## config.mk

```make
export PLATFORM = sky130hd
export DESIGN_NAME = grid_strip_index_generator_flat
export DESIGN_NICKNAME = d
export VERILOG_FILES = /design/src/sv/gsig_pkg.sv /design/src/sv/gsig_in_if.sv /design/src/sv/gsig_out_if.sv /design/src/sv/gsig_cfg.sv /design/src/sv/gsig_step.sv /design/src/sv/grid_strip_index_generator.sv /design/src/flat_wrapper.sv
export SDC_FILE = /design/constraint.sdc
export NUM_CORES = 1
export LEC_CHECK = 0
export BUFFER_PORTS_ARGS = -buffer_cell sky130_fd_sc_hd__clkbuf_2
export CORE_MARGIN = 2
export CORE_UTILIZATION = 45
export DETAILED_ROUTE_END_ITERATION = 12
export PLACE_DENSITY = 0.63
export SYNTH_ARGS = -nofsm -noshare
export SYNTH_HDL_FRONTEND = slang
export SYNTH_SLANG_ARGS = --single-unit
```

## constraint.sdc

```tcl
create_clock -name clk -period 4.52 [get_ports clk]
set_input_delay 0.452 -clock clk [delete_from_list [all_inputs] [get_ports clk]]
set_output_delay 0.452 -clock clk [all_outputs]
set_load 0.01 [all_outputs]
```

## src/sv/gsig_pkg.sv

```systemverilog
// Shared types, constants and helpers of the grid strip index generator.
// No dependencies; the register file, the walker, the top level and the bench import this package.
package gsig_pkg;

  localparam int unsigned MAX_DIM    = 256;
  localparam int unsigned DIM_W      = 9;
  localparam int unsigned IDX_W      = 16;
  localparam int unsigned BAND_W     = 8;
  localparam int unsigned CFG_ADDR_W = 3;
  localparam int unsigned CFG_DATA_W = 32;

  localparam logic [DIM_W-1:0] DIM_MIN   = DIM_W'(2);
  localparam logic [DIM_W-1:0] DIM_MAX   = DIM_W'(MAX_DIM);
  localparam logic [DIM_W-1:0] DIM_RESET = DIM_W'(16);

  // Register index taken from the word address bit
  localparam logic REG_COLS = 1'b0;
  localparam logic REG_ROWS = 1'b1;

  typedef enum logic [2:0] {
    PH_STITCH = 3'd0,
    PH_FIRST  = 3'd1,
    PH_BACK   = 3'd2,
    PH_SECOND = 3'd3,
    PH_TAIL1  = 3'd4,
    PH_TAIL2  = 3'd5
  } phase_t;

  typedef struct packed {
    logic [DIM_W-1:0] cols;
    logic [DIM_W-1:0] rows;
  } dims_t;

  typedef struct packed {
    logic [IDX_W-1:0] vertex_index;
    logic             last_index;
    logic             exhausted;
  } out_item_t;

  function automatic logic [DIM_W-1:0] clamp_dim(input logic [DIM_W-1:0] v);
    logic [DIM_W-1:0] r;
    if (v < DIM_MIN) begin
      r = DIM_MIN;
    end else if (v > DIM_MAX) begin
      r = DIM_MAX;
    end else begin
      r = v;
    end
    return r;
  endfunction

endpackage

```

## src/sv/gsig_in_if.sv

```systemverilog
// Request channel of the grid strip index generator: valid/ready plus restart.
// Depends on nothing.
interface gsig_in_if;
  logic valid;
  logic ready;
  logic restart;

  modport source (output valid, output restart, input ready);
  modport sink   (input valid, input restart, output ready);
endinterface

```

## src/sv/gsig_out_if.sv

```systemverilog
// Result channel of the grid strip index generator: valid/ready plus index fields.
// Depends on nothing.
interface gsig_out_if;
  logic        valid;
  logic        ready;
  logic [15:0] vertex_index;
  logic        last_index;
  logic        exhausted;

  modport source (output valid, output vertex_index, output last_index,
                  output exhausted, input ready);
  modport sink   (input valid, input vertex_index, input last_index,
                  input exhausted, output ready);
endinterface

```

## src/sv/gsig_cfg.sv

```systemverilog
// APB-style register file holding cols and rows, with clamped copies out.
// Depends on gsig_pkg.
module gsig_cfg (
  input  logic                               clk,
  input  logic                               rst_n,
  input  logic                               psel,
  input  logic                               penable,
  input  logic                               pwrite,
  input  logic [gsig_pkg::CFG_ADDR_W-1:0]    paddr,
  input  logic [gsig_pkg::CFG_DATA_W-1:0]    pwdata,
  output logic [gsig_pkg::CFG_DATA_W-1:0]    prdata,
  output logic                               pready,
  output gsig_pkg::dims_t                    dims
);
  import gsig_pkg::*;

  logic [DIM_W-1:0] cols_r;
  logic [DIM_W-1:0] rows_r;
  logic             wr_en;

  assign pready = 1'b1;
  assign wr_en  = psel & penable & pwrite;

  always_ff @(posedge clk) begin
    if (!rst_n) begin
      cols_r <= DIM_RESET;
      rows_r <= DIM_RESET;
    end else if (wr_en) begin
      unique case (paddr[2])
        REG_COLS: cols_r <= pwdata[DIM_W-1:0];
        REG_ROWS: rows_r <= pwdata[DIM_W-1:0];
        default:  ;
      endcase
    end
  end

  always_comb begin
    unique case (paddr[2])
      REG_COLS: prdata = CFG_DATA_W'(cols_r);
      REG_ROWS: prdata = CFG_DATA_W'(rows_r);
      default:  prdata = '0;
    endcase
  end

  assign dims.cols = clamp_dim(cols_r);
  assign dims.rows = clamp_dim(rows_r);

endmodule

```

## src/sv/gsig_step.sv

```systemverilog
// Strip walker: state registers and the one-step index/next-state logic.
// Depends on gsig_pkg.
module gsig_step (
  input  logic                 clk,
  input  logic                 rst_n,
  input  logic                 advance,
  input  logic                 restart,
  input  gsig_pkg::dims_t      dims,
  output gsig_pkg::out_item_t  result
);
  import gsig_pkg::*;

  logic [BAND_W-1:0] band_r,  band_nxt;
  logic [DIM_W-1:0]  col_r,   col_nxt;
  logic [IDX_W-1:0]  cur_r,   cur_nxt;
  phase_t            phase_r, phase_nxt;
  logic              half_r,  half_nxt;
  logic              first_r, first_nxt;
  logic              done_r,  done_nxt;

  logic [DIM_W-1:0]  half_cols;
  logic [IDX_W-1:0]  cols_ext;
  logic              do_body;

  assign half_cols = {1'b0, dims.cols[DIM_W-1:1]};
  assign cols_ext  = IDX_W'(dims.cols);

  always_comb begin
    band_nxt  = band_r;
    col_nxt   = col_r;
    cur_nxt   = cur_r;
    phase_nxt = phase_r;
    half_nxt  = half_r;
    first_nxt = first_r;
    done_nxt  = done_r;
    do_body   = 1'b1;
    result    = '{vertex_index: '0, last_index: 1'b0, exhausted: 1'b0};

    if (restart) begin
      band_nxt  = '0;
      col_nxt   = '0;
      cur_nxt   = '0;
      phase_nxt = PH_STITCH;
      half_nxt  = 1'b0;
      first_nxt = 1'b1;
      done_nxt  = 1'b0;
    end

    if (done_nxt) begin
      result.exhausted = 1'b1;
    end else begin
      // Stitch: repeat the band's first vertex, except in the first band
      if (phase_nxt == PH_STITCH) begin
        phase_nxt = PH_FIRST;
        half_nxt  = 1'b0;
        col_nxt   = '0;
        if (!first_nxt) begin
          result.vertex_index = cur_nxt;
          do_body             = 1'b0;
        end
      end

      if (do_body) begin
        case (phase_nxt)
          PH_FIRST: begin
            if (!half_nxt) begin
              result.vertex_index = cur_nxt;
              half_nxt            = 1'b1;
            end else begin
              result.vertex_index = cur_nxt + cols_ext;
              half_nxt            = 1'b0;
              cur_nxt             = cur_nxt + IDX_W'(1);
              col_nxt             = col_nxt + DIM_W'(1);
              if (col_nxt >= half_cols) phase_nxt = PH_BACK;
            end
          end
          PH_BACK: begin
            cur_nxt             = cur_nxt - IDX_W'(1);
            result.vertex_index = cur_nxt + cols_ext;
            col_nxt             = half_cols - DIM_W'(1);
            half_nxt            = 1'b0;
            phase_nxt           = PH_SECOND;
          end
          PH_SECOND: begin
            if (!half_nxt) begin
              result.vertex_index = cur_nxt + cols_ext;
              half_nxt            = 1'b1;
            end else begin
              result.vertex_index = cur_nxt;
              half_nxt            = 1'b0;
              cur_nxt             = cur_nxt + IDX_W'(1);
              col_nxt             = col_nxt + DIM_W'(1);
              if (col_nxt >= dims.cols) phase_nxt = PH_TAIL1;
            end
          end
          PH_TAIL1: begin
            result.vertex_index = cur_nxt - IDX_W'(1);
            phase_nxt           = PH_TAIL2;
          end
          PH_TAIL2: begin
            result.vertex_index = cur_nxt - IDX_W'(1);
            band_nxt            = band_nxt + BAND_W'(1);
            first_nxt           = 1'b0;
            phase_nxt           = PH_STITCH;
            if (band_nxt == '0 || {1'b0, band_nxt} >= dims.rows - DIM_W'(1)) begin
              result.last_index = 1'b1;
              done_nxt          = 1'b1;
            end
          end
          default: begin
            // Unused phase codes end the sequence
            done_nxt         = 1'b1;
            result.exhausted = 1'b1;
          end
        endcase
      end
    end
  end

  always_ff @(posedge clk) begin
    if (!rst_n) begin
      band_r  <= '0;
      col_r   <= '0;
      cur_r   <= '0;
      phase_r <= PH_STITCH;
      half_r  <= 1'b0;
      first_r <= 1'b1;
      done_r  <= 1'b1;
    end else if (advance) begin
      band_r  <= band_nxt;
      col_r   <= col_nxt;
      cur_r   <= cur_nxt;
      phase_r <= phase_nxt;
      half_r  <= half_nxt;
      first_r <= first_nxt;
      done_r  <= done_nxt;
    end
  end

endmodule

```

## src/sv/grid_strip_index_generator.sv

```systemverilog
// Grid strip index generator, top level.
// An accepted request's result is loaded into the output register in the cycle after acceptance.
// Throughput: one request per cycle while the sink takes each result; the walker state steps once per request.
// The output register frees itself in the cycle it is taken, so no bubble appears.
// Reset (rst_n low, synchronous): cols = rows = 16, no result pending, sequence idle
// until a request with restart set; requests before that return exhausted.
module grid_strip_index_generator (
  input  logic                            clk,
  input  logic                            rst_n,
  gsig_in_if.sink                         in_ch,
  gsig_out_if.source                      out_ch,
  input  logic                            cfg_psel,
  input  logic                            cfg_penable,
  input  logic                            cfg_pwrite,
  input  logic [gsig_pkg::CFG_ADDR_W-1:0] cfg_paddr,
  input  logic [gsig_pkg::CFG_DATA_W-1:0] cfg_pwdata,
  output logic [gsig_pkg::CFG_DATA_W-1:0] cfg_prdata,
  output logic                            cfg_pready
);
  import gsig_pkg::*;

  dims_t     dims;
  out_item_t step_res;
  out_item_t out_r;
  logic      out_valid_r;
  logic      accept;

  // Take a new request whenever the output register is empty or being drained
  assign in_ch.ready = !out_valid_r || out_ch.ready;
  assign accept      = in_ch.valid && in_ch.ready;

  // Hold cols/rows; the walker only ever sees clamped dimensions
  gsig_cfg u_cfg (
    .clk     (clk),
    .rst_n   (rst_n),
    .psel    (cfg_psel),
    .penable (cfg_penable),
    .pwrite  (cfg_pwrite),
    .paddr   (cfg_paddr),
    .pwdata  (cfg_pwdata),
    .prdata  (cfg_prdata),
    .pready  (cfg_pready),
    .dims    (dims)
  );

  // Advance the strip walker by one index per accepted request
  gsig_step u_step (
    .clk     (clk),
    .rst_n   (rst_n),
    .advance (accept),
    .restart (in_ch.restart),
    .dims    (dims),
    .result  (step_res)
  );

  // Result register: load on accept, drop valid once the sink takes it
  always_ff @(posedge clk) begin
    if (!rst_n) begin
      out_valid_r <= 1'b0;
    end else if (accept) begin
      out_valid_r <= 1'b1;
    end else if (out_ch.ready) begin
      out_valid_r <= 1'b0;
    end
  end

  always_ff @(posedge clk) begin
    if (accept) begin
      out_r <= step_res;
    end
  end

  assign out_ch.valid        = out_valid_r;
  assign out_ch.vertex_index = out_r.vertex_index;
  assign out_ch.last_index   = out_r.last_index;
  assign out_ch.exhausted    = out_r.exhausted;

endmodule

```

## src/flat_wrapper.sv

```systemverilog
// flat-port wrapper written by rule: the top's interface ports become plain ports
module grid_strip_index_generator_flat import gsig_pkg::*;
  (clk, rst_n, cfg_psel, cfg_penable, cfg_pwrite, cfg_paddr, cfg_pwdata, cfg_prdata, cfg_pready, in_ch_valid, in_ch_restart, in_ch_ready, out_ch_valid, out_ch_vertex_index, out_ch_last_index, out_ch_exhausted, out_ch_ready);
  gsig_in_if in_ch_i ();
  gsig_out_if out_ch_i ();
  input  logic clk;
  input  logic rst_n;
  input  logic cfg_psel;
  input  logic cfg_penable;
  input  logic cfg_pwrite;
  input  logic [gsig_pkg::CFG_ADDR_W-1:0] cfg_paddr;
  input  logic [gsig_pkg::CFG_DATA_W-1:0] cfg_pwdata;
  output logic [gsig_pkg::CFG_DATA_W-1:0] cfg_prdata;
  output logic cfg_pready;
  input wire logic [$bits(in_ch_i.valid)-1:0] in_ch_valid;
  input wire logic [$bits(in_ch_i.restart)-1:0] in_ch_restart;
  output wire logic [$bits(in_ch_i.ready)-1:0] in_ch_ready;
  output wire logic [$bits(out_ch_i.valid)-1:0] out_ch_valid;
  output wire logic [$bits(out_ch_i.vertex_index)-1:0] out_ch_vertex_index;
  output wire logic [$bits(out_ch_i.last_index)-1:0] out_ch_last_index;
  output wire logic [$bits(out_ch_i.exhausted)-1:0] out_ch_exhausted;
  input wire logic [$bits(out_ch_i.ready)-1:0] out_ch_ready;
  assign in_ch_i.valid = in_ch_valid;
  assign in_ch_i.restart = in_ch_restart;
  assign in_ch_ready = in_ch_i.ready;
  assign out_ch_valid = out_ch_i.valid;
  assign out_ch_vertex_index = out_ch_i.vertex_index;
  assign out_ch_last_index = out_ch_i.last_index;
  assign out_ch_exhausted = out_ch_i.exhausted;
  assign out_ch_i.ready = out_ch_ready;
  grid_strip_index_generator u_core (.clk(clk), .rst_n(rst_n), .in_ch(in_ch_i), .out_ch(out_ch_i), .cfg_psel(cfg_psel), .cfg_penable(cfg_penable), .cfg_pwrite(cfg_pwrite), .cfg_paddr(cfg_paddr), .cfg_pwdata(cfg_pwdata), .cfg_prdata(cfg_prdata), .cfg_pready(cfg_pready));
endmodule
```

==> flow_metrics.env <==
export IMPL_detail_route_iter0_violations=634
export IMPL_synth_async_reset_ratio_pct=0
export IMPL_fp_coreArea_um2=15830
export IMPL_worst_ep_required_time_ps=4610
export IMPL_gp_routability_congestion=0.8972
export IMPL_grt_max_degree=40
export IMPL_io_pins=96
export IMPL_finalSetupViolations=0
export IMPL_grt_pass1_vias=6711
export IMPL_layout_min_cycle_time_ps=4000
export IMPL_cts_setup_buffers=0
export IMPL_regToRegSetupSlack_ps=520
export IMPL_clock_path_buffers=2
export IMPL_cp_buffers_inverters=0
export IMPL_crit_type="reg -> reg"
export IMPL_p_int_mw=1.368
export IMPL_hold_buffers=0
export IMPL_slew_headroom_pct=14.90
export IMPL_status="completed"
export IMPL_ys_flop_type="dfxtp_1"
export IMPL_clkPwrFrac_pct=39.2
export IMPL_numPortBuffers=46
export IMPL_cp_slowest_cell="ha_1"
export IMPL_synthTopCellsByArea="dfxtp_1 16%, ha_1 7.9%, edfxtp_1 7.5%"
export IMPL_synth_top_area_share_pct=16.02
export IMPL_hold_path_cell_count=3
export IMPL_root_buffer="clkbuf_16"
export IMPL_synth_area_leader_cell="dfxtp_1"
export IMPL_clock_skew_ps=12.00
export IMPL_clk_pin_slew_ps=70
export IMPL_hold_start="cfg_pwdata[4]"
export IMPL_cts_tree="built"
export IMPL_tns_ps=0
export IMPL_die_area_um2=17130
export IMPL_combinationalPowerShare_pct=22.9
export IMPL_nFillCells=1600
export IMPL_synth_cell_types=79
export IMPL_netSwitchingFraction_pct=31.08
export IMPL_hold_viol_final=0
export IMPL_gr_usage_all_layers_pct=26.76
export IMPL_whs_ps=350.3
export IMPL_grt_pass1_wl_um=35380
export IMPL_synth_edf_count=18
export IMPL_final_max_slew_violation_count=0
export IMPL_cp_arrival_ps=4090
export IMPL_grt_ovfl_total=0
export IMPL_ant_nets=0
export IMPL_routed_via_count=7333
export IMPL_ys_seq_area_share_pct=23.48
export IMPL_die_w_um=130.9
export IMPL_nNetsFinal=1097
export IMPL_viasPerCell=5.976
export IMPL_htree_levels=3
export IMPL_avgRoutedWirePerCell_um=18.31
export IMPL_hpwl_um=16300
export IMPL_ys_ff_latch=76
export IMPL_finalCritPeriodShare_pct=88.49
export IMPL_critPathTopFamily="compound AO/OA/AOI/OAI gates"
export IMPL_numCtsBuffers=9
export IMPL_start_util_pct=45.78
export IMPL_pwr_density_cell_nw_per_um2=251.1
export IMPL_endpoint_kind="flip-flop"
export IMPL_cp_slowest_stage_delay_ps=520
export IMPL_peakVddDrop_v=0.0002024
export IMPL_power_switching_uw=617.3
export IMPL_synth_avg_cell_area_um2=7.326
export IMPL_clkSinkCount=76
export IMPL_hold_path_class="in -> reg"
export IMPL_grt_setup_unrepaired="no"
export IMPL_worst_pin_slew_ps=1263
export IMPL_first_pass_iters=5
export IMPL_area_growth_synth_to_final_pct=9.135
export IMPL_seq_power_share_pct=37.9
export IMPL_maxCapViolCount=0
export IMPL_synth_cells=989
export IMPL_antenna_found_initial=0
export IMPL_worstRegToRegCells=13
export IMPL_die_h_um=130.9
export IMPL_p_leak_nw=3.116
export IMPL_max_clock_freq_mhz=250.0
export IMPL_rows=46
export IMPL_crit_chain="nand2b_1 -> ha_1 -> nand3_1 -> xnor2_1 -> ha_1 -> nand3_1 -> o211ai_1 -> o41ai_1 -> o21ai_0 -> nand4_1 -> xor2_1 -> a221oi_1 -> o21ai_0"
export IMPL_hold_path_end="u_core.u_cfg.rows_r[4]$_SDFFE_PN1P_"
export IMPL_r2r_end="u_core.out_ch.vertex_index[13]$_SDFFCE_PP0P_"
export IMPL_clock_latency_ps=360
export IMPL_critPathMaxFanout=12
export IMPL_yosys_warnings=0
export IMPL_start_kind="flip-flop"
export IMPL_syn_area_um2=7246
export IMPL_routed_wl_um=22470
export IMPL_drive_gt1_share_pct=10.68
export IMPL_drcViolationCount=0
export IMPL_antenna_cells=0
export IMPL_ctsResizeCount=0
export IMPL_r2r_start="u_core.u_step.cur_r[1]$_SDFFE_PN0P_"
## through the flow
stage          area [um^2]  power [mW]  setup slack [ps]  utilization, %  std cells
2_1_floorplan         7328       1.106             362.0               -       1011
3_3_place_gp          7595       1.209             456.0           47.98       1211
3_5_place_dp          7595       1.213             353.8           47.98       1211
4_1_cts               7908       1.989             544.4           49.96       1227
5_1_grt               7908       2.073             272.2           49.96       1227
6_report              7908       1.986             520.1           49.96       1227
## synthesized netlist by cell type, drive strengths merged, types with 8 or more instances
cell / instances
a21boi: 21
ha: 46
nor3: 26
mux2: 8
nand4: 11
nand2b: 16
dfxtp: 58
a31oi: 11
a211oi: 12
a21o: 11
a22oi: 19
o21ai: 89
nor4: 13
a221oi: 9
inv: 30
clkbuf: 53
or3: 11
edfxtp: 18
a21oi: 69
xnor2: 31
nand2: 121
xor2: 19
nand3: 31
buf: 32
nor2b: 25
nor2: 92
## cell families after synthesis
group           after synthesis  share of synthesized area, %
compound gates              299                         26.46
fa+ha+maj                    50                         8.772
buf+inv                     117                         7.546
xor+xnor                     50                         6.044
other cells                   2                        0.1036
flops                        76                         23.48
mux                          13                         1.934
simple gates                382                         25.66
## placed cells by master (no fill, tap or decap), drive strengths merged, types with 23 or more instances in the layout
| cell type | count |
|---|---|
| inv | 31 |
| a21oi | 69 |
| nand3 | 31 |
| nor3 | 26 |
| clkbuf | 59 |
| nand2 | 121 |
| nor2 | 92 |
| dfxtp | 58 |
| o21ai | 89 |
| conb | 24 |
| buf | 23 |
| nor2b | 25 |
| ha | 46 |
| xnor2 | 31 |
## worst max-delay path by stage
stage	to	from	depth (start not counted)
floorplan	u_core.u_step.phase_r[1]$_SDFFE_PN0P_	in_ch_restart	21
finish	u_core.out_ch.vertex_index[13]$_SDFFCE_PP0P_	u_core.u_step.cur_r[1]$_SDFFE_PN0P_	13
detailed placement	u_core.out_ch.vertex_index[13]$_SDFFCE_PP0P_	in_ch_restart	14
global placement	u_core.out_ch.vertex_index[13]$_SDFFCE_PP0P_	in_ch_restart	14
CTS	u_core.out_ch.vertex_index[14]$_SDFFCE_PP0P_	u_core.u_cfg.cols_r[3]$_SDFFE_PN0P_	14
global route	u_core.out_ch.vertex_index[14]$_SDFFCE_PP0P_	u_core.u_cfg.cols_r[3]$_SDFFE_PN0P_	14
## final cells by class
cell class | count | area [um^2] | area share, %
timing repair buffer | 69 | 402.9 | 5.095
inverter | 32 | 120.1 | 1.519
clock inverter | 3 | 41.29 | 0.5222
tap | 216 | 270.3 | 3.418
clock buffer | 13 | 271.5 | 3.434
sequential | 76 | 1702 | 21.52
multi-input combinational | 818 | 5100 | 64.49
## flip-flops by register name, summed over array words and instances (netlist names)
name / count
u_core.u_step.half_r: 1
u_core.u_cfg.cols_r: 9
u_core.u_step.phase_r: 3
u_core.u_step.done_r: 1
u_core.out_ch.valid: 1
u_core.out_ch.vertex_index: 16
u_core.u_step.cur_r: 16
u_core.out_ch.last_index: 1
u_core.u_cfg.rows_r: 9
u_core.u_step.col_r: 9
u_core.out_ch.exhausted: 1
u_core.u_step.first_r: 1
u_core.u_step.band_r: 8
## power groups by stage
| stage | clock network (mW) | registers [mW] | logic, mW |
|---|---|---|---|
| 2_1_floorplan | 0 | 0.754 | 0.352 |
| 3_3_place_gp | 0 | 0.766 | 0.444 |
| 3_5_place_dp | 0 | 0.766 | 0.448 |
| 4_1_cts | 0.789 | 0.751 | 0.450 |
| 5_1_grt | 0.818 | 0.756 | 0.499 |
| 6_report | 0.778 | 0.752 | 0.456 |
## per-layer routing
layer / share of wire [%] / global-route usage, %
met5: 0 / 0
met4: 2.5 / 9.387
met3: 7.6 / 5.741
met2: 46 / 43.81
met1: 44 / 34.92
## worst min-delay path: stages
cell and delay (ps):
clkbuf_2 100, nand2_1 60, nand3_1 70
(Power assumes the default switching activity.)
